--- src/rtl/cct_dimming_compensation_macros.svh ---
// Assertion macros for the CCT dimming compensation block.
// Used by the top level only; expects clk and rst_n in scope.
`ifndef CCT_DIMMING_COMPENSATION_MACROS_SVH
`define CCT_DIMMING_COMPENSATION_MACROS_SVH

// Same-cycle implication, disabled during reset.
`define CCT_ASSERT_IMP(lbl, ante, cons, msg) \
    lbl: assert property (@(posedge clk) disable iff (!rst_n) (ante) |-> (cons)) \
        else $error(msg);

// Next-cycle implication, disabled during reset.
`define CCT_ASSERT_NXT(lbl, ante, cons, msg) \
    lbl: assert property (@(posedge clk) disable iff (!rst_n) (ante) |=> (cons)) \
        else $error(msg);

`endif

--- src/rtl/cct_pkg.sv ---
// Shared types, codes, tables and constant dividers for CCT dimming compensation.
// No dependencies; used by cct_comp_chan and cct_dimming_compensation.
package cct_pkg;

    localparam int PULSE_FULL_SCALE_DEF = 2000;
    localparam int OUT_MAX = 2047;
    localparam int NSTAGE = 7;
    localparam int ROWS = 15;

    // compensation modes
    localparam logic [2:0] MODE_NONE  = 3'd0;
    localparam logic [2:0] MODE_PCT   = 3'd1;
    localparam logic [2:0] MODE_LIN   = 3'd2;
    localparam logic [2:0] MODE_QUAD  = 3'd3;
    localparam logic [2:0] MODE_CUBIC = 3'd4;
    localparam logic [2:0] MODE_TABLE = 3'd5;

    // configuration register indexes
    localparam logic [1:0] REG_MODE      = 2'd0;
    localparam logic [1:0] REG_COLD_WATT = 2'd1;
    localparam logic [1:0] REG_WARM_WATT = 2'd2;

    typedef logic [ROWS-1:0][6:0] pct_table_t;
    typedef logic [ROWS-1:0][3:0] add_table_t;

    typedef struct packed {
        logic [NSTAGE-1:0] adv;
    } pipe_ctl_t;

    // row 0 in the lowest slot
    localparam pct_table_t ROW_PCT = {7'd100, 7'd96, 7'd93, 7'd90, 7'd80, 7'd70, 7'd60,
                                      7'd50, 7'd40, 7'd30, 7'd20, 7'd10, 7'd8, 7'd5, 7'd0};
    localparam add_table_t COLD_ADD = {4'd0, 4'd2, 4'd3, 4'd4, 4'd5, 4'd6, 4'd8,
                                       4'd10, 4'd8, 4'd6, 4'd5, 4'd4, 4'd3, 4'd2, 4'd0};
    localparam add_table_t WARM_ADD = {4'd0, 4'd2, 4'd4, 4'd6, 4'd7, 4'd8, 4'd9,
                                       4'd10, 4'd8, 4'd6, 4'd5, 4'd4, 4'd3, 4'd2, 4'd0};

    // Reciprocal multipliers, exact over the full input width of each function.
    localparam logic [13:0] RECIP_100 = 14'd10486; // 2^20 / 100, rounded up
    localparam logic [13:0] RECIP_60  = 14'd8739;  // 2^19 / 60, rounded up
    localparam logic [12:0] RECIP_50  = 13'd5243;  // 2^18 / 50, rounded up

    function automatic logic [7:0] div100(input logic [13:0] x);
        logic [27:0] prod;
        prod = 28'(x) * 28'(RECIP_100);
        return prod[27:20];
    endfunction

    function automatic logic [7:0] div60(input logic [12:0] x);
        logic [26:0] prod;
        prod = 27'(x) * 27'(RECIP_60);
        return prod[26:19];
    endfunction

    function automatic logic [7:0] div50(input logic [12:0] x);
        logic [25:0] prod;
        prod = 26'(x) * 26'(RECIP_50);
        return prod[25:18];
    endfunction

endpackage

--- src/rtl/cct_comp_chan.sv ---
// One channel of the compensation datapath: seven register stages from
// percentage to PWM compare value. Depends on cct_pkg; stage enables come from the top.
module cct_comp_chan #(
    parameter int PULSE_FULL_SCALE = cct_pkg::PULSE_FULL_SCALE_DEF
) (
    input  logic                clk,
    input  cct_pkg::pipe_ctl_t  ctl,
    input  logic [2:0]          mode,
    input  logic [6:0]          watt,
    input  cct_pkg::add_table_t adds,
    input  logic [7:0]          pct,
    output logic [10:0]         pulse_width
);

    localparam int SCALE = PULSE_FULL_SCALE / 100;
    localparam int PROD_W = $clog2(255 * SCALE + 1);
    localparam int LIMIT = (PULSE_FULL_SCALE < cct_pkg::OUT_MAX) ?
                           PULSE_FULL_SCALE : cct_pkg::OUT_MAX;

    // stage 1
    logic [6:0]  p_c, w_c, d1_next;
    logic [5:0]  t1_next;
    logic [13:0] pw1_next;
    logic [12:0] td1_next;
    logic [11:0] tt1_next;
    logic [6:0]  p1_reg, d1_reg;
    logic [5:0]  t1_reg;
    logic [13:0] pw1_reg;
    logic [12:0] td1_reg;
    logic [11:0] tt1_reg;
    // stage 2
    logic [6:0]  base2_next, lin2_next;
    logic [5:0]  tt50_2_next;
    logic [3:0]  add2_next;
    logic [6:0]  p2_reg, d2_reg, base2_reg, lin2_reg;
    logic [5:0]  t2_reg, tt50_2_reg;
    logic [3:0]  add2_reg;
    // stage 3
    logic [12:0] q1_3_next;
    logic [6:0]  p3_reg, base3_reg, lin3_reg;
    logic [5:0]  t3_reg;
    logic [3:0]  add3_reg;
    logic [12:0] q1_3_reg;
    // stage 4
    logic [6:0]  q2_4_next;
    logic [6:0]  p4_reg, base4_reg, lin4_reg, q2_4_reg;
    logic [5:0]  t4_reg;
    logic [3:0]  add4_reg;
    // stage 5
    logic [12:0] c3m_5_next;
    logic [6:0]  p5_reg, base5_reg, lin5_reg, q2_5_reg;
    logic [3:0]  add5_reg;
    logic [12:0] c3m_5_reg;
    // stage 6
    logic [7:0]  comp6_next, comp6_reg;
    // stage 7
    logic [PROD_W-1:0] prod7;
    logic [10:0] pulse7_next, pulse7_reg;

    always_comb
    begin
        p_c = (pct > 8'd100) ? 7'd100 : pct[6:0];
        w_c = (watt > 7'd100) ? 7'd100 : watt;
        t1_next = (p_c > 7'd50) ? 6'(7'd100 - p_c) : p_c[5:0];
        d1_next = 7'd100 - w_c;
        pw1_next = 14'(p_c) * 14'(w_c);
        td1_next = 13'(t1_next) * 13'(d1_next);
        tt1_next = 12'(t1_next) * 12'(t1_next);
    end

    always_ff @(posedge clk)
    begin
        if (ctl.adv[0])
        begin
            p1_reg  <= p_c;
            t1_reg  <= t1_next;
            d1_reg  <= d1_next;
            pw1_reg <= pw1_next;
            td1_reg <= td1_next;
            tt1_reg <= tt1_next;
        end
    end

    always_comb
    begin
        base2_next = 7'(cct_pkg::div100(pw1_reg));
        lin2_next = 7'(cct_pkg::div60(td1_reg));
        tt50_2_next = 6'(cct_pkg::div50(13'(tt1_reg)));
        // first row whose percent is at or above p wins
        add2_next = 4'd0;
        for (int i = cct_pkg::ROWS - 1; i >= 0; i--)
        begin
            if (p1_reg <= cct_pkg::ROW_PCT[i])
                add2_next = adds[i];
        end
    end

    always_ff @(posedge clk)
    begin
        if (ctl.adv[1])
        begin
            p2_reg     <= p1_reg;
            t2_reg     <= t1_reg;
            d2_reg     <= d1_reg;
            base2_reg  <= base2_next;
            lin2_reg   <= lin2_next;
            tt50_2_reg <= tt50_2_next;
            add2_reg   <= add2_next;
        end
    end

    assign q1_3_next = 13'(tt50_2_reg) * 13'(d2_reg);

    always_ff @(posedge clk)
    begin
        if (ctl.adv[2])
        begin
            p3_reg    <= p2_reg;
            t3_reg    <= t2_reg;
            base3_reg <= base2_reg;
            lin3_reg  <= lin2_reg;
            add3_reg  <= add2_reg;
            q1_3_reg  <= q1_3_next;
        end
    end

    assign q2_4_next = 7'(cct_pkg::div50(q1_3_reg));

    always_ff @(posedge clk)
    begin
        if (ctl.adv[3])
        begin
            p4_reg    <= p3_reg;
            t4_reg    <= t3_reg;
            base4_reg <= base3_reg;
            lin4_reg  <= lin3_reg;
            add4_reg  <= add3_reg;
            q2_4_reg  <= q2_4_next;
        end
    end

    assign c3m_5_next = 13'(q2_4_reg) * 13'(t4_reg);

    always_ff @(posedge clk)
    begin
        if (ctl.adv[4])
        begin
            p5_reg    <= p4_reg;
            base5_reg <= base4_reg;
            lin5_reg  <= lin4_reg;
            add5_reg  <= add4_reg;
            q2_5_reg  <= q2_4_reg;
            c3m_5_reg <= c3m_5_next;
        end
    end

    always_comb
    begin
        case (mode)
            cct_pkg::MODE_NONE:  comp6_next = 8'(p5_reg);
            cct_pkg::MODE_PCT:   comp6_next = 8'(base5_reg);
            cct_pkg::MODE_LIN:   comp6_next = 8'(base5_reg) + 8'(lin5_reg);
            cct_pkg::MODE_QUAD:  comp6_next = 8'(base5_reg) + 8'(q2_5_reg);
            cct_pkg::MODE_CUBIC: comp6_next = 8'(base5_reg) + cct_pkg::div50(c3m_5_reg);
            cct_pkg::MODE_TABLE: comp6_next = 8'(base5_reg) + 8'(add5_reg);
            default:             comp6_next = 8'(base5_reg);
        endcase
    end

    always_ff @(posedge clk)
    begin
        if (ctl.adv[5])
            comp6_reg <= comp6_next;
    end

    // scale to timer ticks, clip at full scale and at the port width
    always_comb
    begin
        prod7 = PROD_W'(comp6_reg) * PROD_W'(SCALE);
        pulse7_next = (prod7 > PROD_W'(LIMIT)) ? 11'(LIMIT) : 11'(prod7);
    end

    always_ff @(posedge clk)
    begin
        if (ctl.adv[6])
            pulse7_reg <= pulse7_next;
    end

    assign pulse_width = pulse7_reg;

endmodule

--- src/rtl/cct_dimming_compensation.sv ---
// CCT dimming compensation top level: config registers, pipeline valid/stall
// control and two channel datapaths. Depends on cct_pkg, cct_comp_chan, macros header.
//
// Usage:
//   s_axis carries one word per request: cold and warm brightness percent.
//   m_axis returns one word per request: cold and warm PWM compare values.
//   cfg_wr_en/cfg_index/cfg_data write the mode and the two power caps; write
//   only while no word is in flight.
// Pipeline: an accepted word passes through the seven stage registers to m_axis_tvalid.
// Throughput: one word per cycle while m_axis_tready is high; each stage holds one word.
// Reset: clears all valid bits, holds s_axis_tready low and sets mode none,
//   both caps to 100 percent.
// Stall: when m_axis_tready is low the output word holds; stages behind it
//   keep filling empty slots, and s_axis_tready drops only once every stage
//   holds a word.
`include "cct_dimming_compensation_macros.svh"

module cct_dimming_compensation #(
    parameter int PULSE_FULL_SCALE = cct_pkg::PULSE_FULL_SCALE_DEF
) (
    input  logic        clk,
    input  logic        rst_n,
    input  logic        s_axis_tvalid,
    output logic        s_axis_tready,
    input  logic [15:0] s_axis_tdata,   // [7:0] cold_percent, [15:8] warm_percent
    output logic        m_axis_tvalid,
    input  logic        m_axis_tready,
    output logic [23:0] m_axis_tdata,   // [10:0] cold_pulse_width, [21:11] warm_pulse_width
    input  logic        cfg_wr_en,
    input  logic [1:0]  cfg_index,
    input  logic [6:0]  cfg_data
);

    localparam int NSTAGE = cct_pkg::NSTAGE;
    localparam int LIMIT = (PULSE_FULL_SCALE < cct_pkg::OUT_MAX) ?
                           PULSE_FULL_SCALE : cct_pkg::OUT_MAX;
    localparam logic [10:0] PULSE_LIMIT = 11'(LIMIT);

    logic [2:0]         mode_reg;
    logic [6:0]         cold_watt_reg, warm_watt_reg;
    logic [NSTAGE-1:0]  v_reg, v_next;
    cct_pkg::pipe_ctl_t ctl;
    logic [10:0]        cold_pulse_width, warm_pulse_width;

    always_ff @(posedge clk or negedge rst_n)
    begin
        if (!rst_n)
        begin
            mode_reg      <= cct_pkg::MODE_NONE;
            cold_watt_reg <= 7'd100;
            warm_watt_reg <= 7'd100;
        end
        else if (cfg_wr_en)
        begin
            case (cfg_index)
                cct_pkg::REG_MODE:      mode_reg <= cfg_data[2:0];
                cct_pkg::REG_COLD_WATT: cold_watt_reg <= cfg_data;
                cct_pkg::REG_WARM_WATT: warm_watt_reg <= cfg_data;
                default: ;
            endcase
        end
    end

    // a stage advances when empty or when the stage after it advances
    always_comb
    begin
        ctl.adv[NSTAGE-1] = !v_reg[NSTAGE-1] || m_axis_tready;
        for (int k = NSTAGE - 2; k >= 0; k--)
            ctl.adv[k] = !v_reg[k] || ctl.adv[k+1];
        v_next[0] = ctl.adv[0] ? s_axis_tvalid : v_reg[0];
        for (int k = 1; k < NSTAGE; k++)
            v_next[k] = ctl.adv[k] ? v_reg[k-1] : v_reg[k];
    end

    always_ff @(posedge clk or negedge rst_n)
    begin
        if (!rst_n)
            v_reg <= '0;
        else
            v_reg <= v_next;
    end

    cct_comp_chan #(
        .PULSE_FULL_SCALE(PULSE_FULL_SCALE)
    ) u_cold (
        .clk         (clk),
        .ctl         (ctl),
        .mode        (mode_reg),
        .watt        (cold_watt_reg),
        .adds        (cct_pkg::COLD_ADD),
        .pct         (s_axis_tdata[7:0]),
        .pulse_width (cold_pulse_width)
    );

    cct_comp_chan #(
        .PULSE_FULL_SCALE(PULSE_FULL_SCALE)
    ) u_warm (
        .clk         (clk),
        .ctl         (ctl),
        .mode        (mode_reg),
        .watt        (warm_watt_reg),
        .adds        (cct_pkg::WARM_ADD),
        .pct         (s_axis_tdata[15:8]),
        .pulse_width (warm_pulse_width)
    );

    // take no word while reset is held
    assign s_axis_tready = ctl.adv[0] && rst_n;
    assign m_axis_tvalid = v_reg[NSTAGE-1];
    assign m_axis_tdata = {2'b00, warm_pulse_width, cold_pulse_width};

    `CCT_ASSERT_NXT(a_accept_fills_stage1, s_axis_tvalid && s_axis_tready, v_reg[0], "accepted word did not enter stage 1")
    `CCT_ASSERT_IMP(a_full_stall_blocks_input, ($countones(v_reg) == NSTAGE) && !m_axis_tready, !s_axis_tready, "input taken while pipeline full and stalled")
    `CCT_ASSERT_IMP(a_pulse_in_range, m_axis_tvalid, (m_axis_tdata[10:0] <= PULSE_LIMIT) && (m_axis_tdata[21:11] <= PULSE_LIMIT), "compare value above full scale")

endmodule
--- config.mk ---
export PLATFORM = sky130hd
export DESIGN_NAME = cct_dimming_compensation
export DESIGN_NICKNAME = d
export VERILOG_FILES = /design/src/rtl/cct_pkg.sv /design/src/rtl/cct_comp_chan.sv /design/src/rtl/cct_dimming_compensation.sv
export VERILOG_INCLUDE_DIRS = /design/src /design/src/rtl
export SDC_FILE = /design/constraint.sdc
export NUM_CORES = 2
export LEC_CHECK = 0
export BUFFER_PORTS_ARGS = -buffer_cell sky130_fd_sc_hd__buf_2
export CELL_PAD_IN_SITES_DETAIL_PLACEMENT = 1
export CELL_PAD_IN_SITES_GLOBAL_PLACEMENT = 2
export CORE_MARGIN = 2
export CORE_UTILIZATION = 41
export CTS_CLUSTER_DIAMETER = 60
export DETAILED_ROUTE_END_ITERATION = 7
export HOLD_SLACK_MARGIN = 0.06
export PLACE_DENSITY = 0.76
export SLEW_MARGIN = 20
export SYNTH_ARGS = -nofsm -noshare
export SYNTH_HDL_FRONTEND = slang
export SYNTH_SLANG_ARGS = --single-unit
--- constraint.sdc ---
create_clock -name clk -period 6.9 [get_ports clk]
set_clock_uncertainty 0.15 [all_clocks]
set_input_delay 0.345 -clock clk [delete_from_list [all_inputs] [get_ports clk]]
set_output_delay 0.345 -clock clk [all_outputs]
set_load 0.03 [all_outputs]
**Yosys cells after proc, flatten, opt, wreduce, memory -nomap -nowiden**

Index checks and enable logic that the tools add are counted.

- Reduce and logical (&&, ||, !) cells: 26
- Order comparisons: 36
- Muxes and demuxes: 34
- $add $sub $neg: 12
- Multipliers: 22
- Eq/ne operators: 6

Operator list:

| cell | number |
|---|---|
| $pmux 8 s5 | 2 |
| $le 7x7->1 const B | 10 |
| $mul 13x13->26 const B | 2 |
| $mul 13x14->26 const B | 2 |
| $mul 14x13->26 const B | 2 |
| $mul 6x7->13 | 4 |
| $mul 13x13->25 const B | 2 |
| $mul 12x13->24 const B | 2 |
| $le 7x6->1 const B | 6 |
| $mux 3 | 12 |
| $add 7x7->8 | 4 |
| $le 7x4->1 const B | 4 |
| $le 7x5->1 const B | 4 |
| $mul 7x7->14 | 2 |
| $mux 4 | 7 |
| $mux 7 | 4 |
| $gt 13x11->1 const B | 2 |
| $mul 7x6->13 | 2 |
| $mul 6x6->12 | 2 |
| $mul 8x3->11 const B | 2 |
| $add 7x4->8 | 2 |
| $add 7x8->8 | 2 |
| $gt 8x7->1 const B | 2 |
| $gt 7x6->1 const B | 2 |
| other kinds (20) | 51 |

- Flip-flop bits (word level): 522
- Bits of input ports: 30
- Output and inout port bits: 26
- Word-level logic and storage cells: 220

**Longest topological paths before layout**

- Depth in word-level cells: 14
- Depth in mapped cells: 30
- Depth with buffers taken out: 30

**Modules after synthesis**

Synthesis repeated with hierarchy kept, for this count alone.

- Cells, all modules: 5318
- Area, all modules: 57780.4 um^2

Modules (own cells, without submodules):

| module | area each (um^2) | cells each | seq. area each (um^2) | times used |
|---|---|---|---|---|
| cct_comp_chan (u_warm) | 28459.8 | 2639 | 7206.9 | 1 |
| cct_comp_chan (u_cold) | 28313.4 | 2612 | 7206.9 | 1 |
| cct_dimming_compensation | 1007.2 | 67 | 608.1 | 1 |

**Worst setup path after synthesis**

No wires, ideal clock.

- Path kind: register -> register
- Start point: register u_warm.c3m_5_reg[7]
- End point: register u_warm.comp6_reg[7] (data pin)
- Library setup time: 0.262 ns
- Arrival time: 6.088 ns
- Path buffers: 0
- Path slack: 0.400 ns
- Stages on the path, launching flop included: 28
- Required time: 6.488 ns
- Period minus slack after synthesis: 6.500 ns
- Cell sequence: edfxtp_1 fa_1 ha_1 inv_1 fa_1 inv_1 fa_1 inv_1 fa_1 inv_1 ha_1 nand4_1 nor4_1 a21o_1 o2111a_1 or3_4 a21oi_2 xnor2_1 a221o_1 ha_1 a21o_1 a21oi_1 o21bai_1 a21oi_1 o21bai_1 a21oi_1 xor2_1 nor2_1

- Cells in the longest elaborated chain, start to end: 3

RTL lines:

| what | line | text |
|---|---|---|
| start, declared | cct_comp_chan.sv:53 | `logic [12:0] c3m_5_reg;` |
| start signal, assigned | cct_comp_chan.sv:153 | `c3m_5_reg <= c3m_5_next;` |
| $mul 13x13->26 | cct_pkg.sv:57 | `prod = 26'(x) * 26'(RECIP_50);` |
| $add 7x8->8 | cct_comp_chan.sv:164 | `cct_pkg::MODE_CUBIC: comp6_next = 8'(base5_reg) + cct_pkg::div50(c3m_5_reg);` |
| $pmux 8 s5 | cct_comp_chan.sv:159 | `case (mode)` |
| via u_warm.comp6_next[7] | cct_comp_chan.sv:55 | `logic [7:0] comp6_next, comp6_reg;` |
| end signal, assigned | cct_comp_chan.sv:173 | `comp6_reg <= comp6_next;` |
| end, declared | cct_comp_chan.sv:55 |  |

The timed path passes the listed nets, and every way through them passes these cells.
A chain may end at the register's enable or synchronous reset.

**Worst setup path in the final report**

- Start point: register u_warm.c3m_5_reg[9]
- End point: register u_warm.comp6_reg[7] (data pin)

Same word-level chain as after synthesis.

==> results.txt <==
----------------------------------------------------
[Yosys]
  Mean Syn Cell Area ... 11.0 um^2
  Distinct cells, synth ... 86
  Combined area of all synthesized cells ... 0.0562 mm^2
  Synthesized instance count ... around 5100
  Count of synthesis-stage warnings from yosys ... 0
  Leading register cell type out of synthesis ... sky130_fd_sc_hd__edfxtp_1
  Async set-or-reset flop fraction in the synthesized netlist ... 4.76%
  Post-synth EDFFs ... 480
  Seq/Total Area, Yosys ... 26.7%
  Number of storage elements in the synthesis netlist ... 504

[Die]
  Std-Cell Core Area ... approximately 0.14 mm^2
  Horiz. Die Dim ... ~370 um
  Die Ht ... ~370 um
  Total I/O pin count ... 56
  Starting utilization of the core area ... between 40% and 50%
  Row cnt ... 135
  Die area ... around 0.14 mm^2

[STA]
  Setup TNS ... 0 ps
  Fin. Hold Viols ... 0
  Achievable Freq ... ~150 MHz
  Final Max Tran Viols ... 0
  Max_slew headroom ... 29.6%
  Final worst setup slack ... 221 ps
  Setup violators final ... 0
  Transition time of the tightest slew-check pin ... ~1100 ps
  Final period util ... 96.8%
  Post-layout minimum cycle time ... ~6700 ps

[Route]
  Routed vias/inst ... 4.88
  Drt first pass iters ... 7
  1st-iter DRT viols ... 1194
  Detail-routed net length per standard cell ... between 15 and 20 um
  Routed vias ... approximately 35000
  DRC viols ... 0
  Antenna Nets Post-Route ... 0
  Detailed-route wire length ... 120 mm

[GRT]
  Largest net degree at the start of global routing ... around 110
  Wire length of the first global-routing pass ... roughly 200 mm
  Antenna violations before repair ... 7
  Via count of the first global-routing pass ... 38342
  Grt total ovfl ... 0
  Total GRT Usage ... approximately 18%

[Job]
  Max-capacitance violation count ... 0

[Setup path]
  Classification of the worst setup path ... register to register
  Worst Path Buf+Inv ... 3
  Cell type group with the largest total delay on the critical path ... adder cells
  Critical path startpoint category ... register
  Worst R2R Path Depth ... 26
  Critical path arrival ... between 6000 and 7000 ps
  Slowest CP cell ... sky130_fd_sc_hd__fa_1
  Cell repeated most along the worst path ... sky130_fd_sc_hd__fa_1
  Sort of element at the end of the critical path ... register
  Largest fanout on the critical path ... 4
  Slack of the worst reg-to-reg path ... around 220 ps
  Worst endpoint required time ... ~7100 ps
  Slowest cell delay on critical path ... about 580 ps
  Instance count on the critical path ... 26

[Placement]
  Post-detailed-placement cell area ... roughly 0.059 mm^2
  Setup slack after placement ... -51.7 ps
  Placed instance count ... approximately 7000
  Final weighted congestion in routability-driven placement ... approximately 0.82
  Placed wire-length estimate after detailed placement ... 101 mm
  Count of buffers inserted at the top-level ports ... 49

[Worst hold path]
  Class of the tightest hold or removal check ... input port to register
  Hold path depth ... 3

[CTS]
  Total CTS buffers ... 74
  Clock latency at the later pin of the worst-skew pair ... 650 ps
  Longest Clk Path Bufs ... 3
  Clock tree from TritonCTS ... built
  Number of sinks handled by clock tree synthesis ... 504
  Number of levels in the clock H-tree ... 3
  Library cell used as clock root buffer ... sky130_fd_sc_hd__clkbuf_16
  Clock-pin slew on the worst setup and hold paths ... approximately 50 ps

[Cells and area]
  Non-Filler Instances ... just over 7000
  Total number of nets in the final design ... between 7000 and 8000
  Design Area, Final ... 0.0624 mm^2
  Share of final-layout standard cells stronger than drive strength 1 ... approximately 7%
  Syn-to-layout area delta ... 10.9%

[Status]
  Run status ... finished clean

----------------------------------------------------
layout make-up:
class,instances,area (um^2)
clock inverter,47,662
clock buffer,87,1940
timing repair buffer,165,1170
multi-input combinational,3311,36700
antenna,2,5.00
sequential,504,15000
inverter,1238,4650
tap,1781,2230
fill,14756,73400
cells in the final DEF, fill, tap and decap left out, drive strengths merged, types with 26 or more instances in the layout:
master,netlist,layout
fa,670,670
xor2,47,47
buf,9,151
inv,1237,1248
nor2b,26,26
xnor2,158,158
o21ai,87,87
nand2,271,271
a21oi,159,159
clkbuf,41,87
ha,1108,1108
and2,110,110
nor3,27,27
a21o,56,56
nor2,208,208
nand3,44,44
o21bai,60,60
edfxtp,480,480
cells in the mapped netlist, types with 6 or more instances:
| library cell | instances | share of area [%] |
|---|---|---|
| sky130_fd_sc_hd__dfstp_2 | 6 | 0.28 |
| sky130_fd_sc_hd__or2_2 | 11 | 0.12 |
| sky130_fd_sc_hd__nor2_1 | 208 | 1.4 |
| sky130_fd_sc_hd__nor4_1 | 6 | 0.067 |
| sky130_fd_sc_hd__o22ai_1 | 7 | 0.078 |
| sky130_fd_sc_hd__o21a_1 | 21 | 0.28 |
| sky130_fd_sc_hd__nand2b_1 | 25 | 0.28 |
| sky130_fd_sc_hd__buf_4 | 6 | 0.080 |
| sky130_fd_sc_hd__o21ai_1 | 10 | 0.089 |
| sky130_fd_sc_hd__edfxtp_1 | 480 | 26 |
| sky130_fd_sc_hd__and2_1 | 108 | 1.2 |
| sky130_fd_sc_hd__a22o_1 | 8 | 0.12 |
| sky130_fd_sc_hd__ha_1 | 1108 | 25 |
| sky130_fd_sc_hd__a2111oi_0 | 8 | 0.12 |
| sky130_fd_sc_hd__a22oi_1 | 17 | 0.23 |
| sky130_fd_sc_hd__xnor2_1 | 156 | 2.4 |
| sky130_fd_sc_hd__a221oi_1 | 6 | 0.093 |
| sky130_fd_sc_hd__a211oi_1 | 7 | 0.093 |
| sky130_fd_sc_hd__dfrtp_1 | 18 | 0.80 |
| sky130_fd_sc_hd__mux2_2 | 20 | 0.40 |
| sky130_fd_sc_hd__inv_2 | 8 | 0.053 |
| sky130_fd_sc_hd__a221o_1 | 9 | 0.16 |
| sky130_fd_sc_hd__or3_1 | 8 | 0.089 |
| sky130_fd_sc_hd__a21o_1 | 56 | 0.75 |
| sky130_fd_sc_hd__inv_1 | 1229 | 8.2 |
| sky130_fd_sc_hd__a31oi_1 | 9 | 0.10 |
| sky130_fd_sc_hd__o21ai_0 | 77 | 0.69 |
| sky130_fd_sc_hd__fa_1 | 670 | 24 |
| sky130_fd_sc_hd__xor2_1 | 45 | 0.70 |
| sky130_fd_sc_hd__a21oi_1 | 158 | 1.4 |
| sky130_fd_sc_hd__nand4_1 | 12 | 0.13 |
| sky130_fd_sc_hd__o21bai_1 | 60 | 0.80 |
| sky130_fd_sc_hd__o211ai_1 | 7 | 0.093 |
| sky130_fd_sc_hd__nand2_1 | 271 | 1.8 |
| sky130_fd_sc_hd__nor3_1 | 26 | 0.23 |
| sky130_fd_sc_hd__clkbuf_1 | 41 | 0.27 |
| sky130_fd_sc_hd__nand3_1 | 44 | 0.39 |
| sky130_fd_sc_hd__nor2b_1 | 26 | 0.29 |
| sky130_fd_sc_hd__and3_1 | 13 | 0.14 |
routing by layer:
| layer | global-route usage (%) | up-vias | part of all wire, % |
|---|---|---|---|
| met4 | 3.30 | 4 | 1.6 |
| met1 | 25.0 | 17448 | 49 |
| met2 | 29.1 | 311 | 47 |
| li1 | - | 16954 | - |
| met3 | 2.45 | 122 | 2.7 |
| met5 | 0 | - | 0.018 |
metrics by stage:
stage,utilization [%],hold WS [ps]
final,45.9,127
after global routing,45.9,133
after CTS,45.5,77.0
after detailed placement,43.5,255
after global placement,43.5,251
after floorplan,-,-101
final timing paths:
| kind | startpoint | to |
|---|---|---|
| min in group asynchronous | rst_n | cold_watt_reg[1]$_DFFE_PN0P_ |
| min reg2reg | u_cold.lin2_reg[0]$_DFFE_PP_ | u_cold.lin3_reg[0]$_DFFE_PP_ |
| max reg2reg | u_warm.c3m_5_reg[9]$_DFFE_PP_ | u_warm.comp6_reg[7]$_DFFE_PP_ |
| min | s_axis_tdata[0] | u_cold.tt1_reg[2]$_DFFE_PN_ |
| max | u_warm.c3m_5_reg[9]$_DFFE_PP_ | u_warm.comp6_reg[7]$_DFFE_PP_ |
| max in group asynchronous | rst_n | v_reg[4]$_DFFE_PN0P_ |
worst reg2reg max path, stage by stage, from the launching register on:
cell	delay, ps
sky130_fd_sc_hd__edfxtp_1	420
sky130_fd_sc_hd__buf_4	190
sky130_fd_sc_hd__fa_1	580
sky130_fd_sc_hd__ha_4	220
sky130_fd_sc_hd__fa_1	500
sky130_fd_sc_hd__fa_1	490
sky130_fd_sc_hd__inv_1	50
sky130_fd_sc_hd__fa_1	510
sky130_fd_sc_hd__inv_2	50
sky130_fd_sc_hd__ha_4	240
sky130_fd_sc_hd__nand4_1	160
sky130_fd_sc_hd__nor4_4	70
sky130_fd_sc_hd__a21o_1	180
sky130_fd_sc_hd__o2111a_1	240
sky130_fd_sc_hd__or3_4	430
sky130_fd_sc_hd__a21oi_4	150
sky130_fd_sc_hd__xnor2_1	90
sky130_fd_sc_hd__a221o_1	360
sky130_fd_sc_hd__ha_1	300
sky130_fd_sc_hd__a21o_1	160
sky130_fd_sc_hd__a21oi_2	140
sky130_fd_sc_hd__o21bai_1	110
sky130_fd_sc_hd__a21oi_2	160
sky130_fd_sc_hd__o21bai_1	90
sky130_fd_sc_hd__a21oi_1	150
sky130_fd_sc_hd__xor2_1	160
sky130_fd_sc_hd__nor2_1	50
logic make-up after synthesis:
group,Yosys count,share of synthesized area [%]
adder cells (fa/ha/maj),1778,48.5
buffers and inverters,1288,8.64
AND/OR/NAND/NOR,779,6.46
AO/OA/AOI/OAI,510,5.94
flip-flops,504,26.7
XOR/XNOR,205,3.25
multiplexers,25,0.492
other,2,0.0134
timing repair:
action	4_1_cts	5_1_grt
cloned	0	0
hold buffers	14	0
hold endpoints to repair	44	0
gates resized for setup	2	50
endpoints found under the setup margin	2	6
setup buffers	2	37
pin swaps	0	40
Power is not shown: default switching activity piles up to over one toggle a cycle in this logic, so the estimate is an artifact.
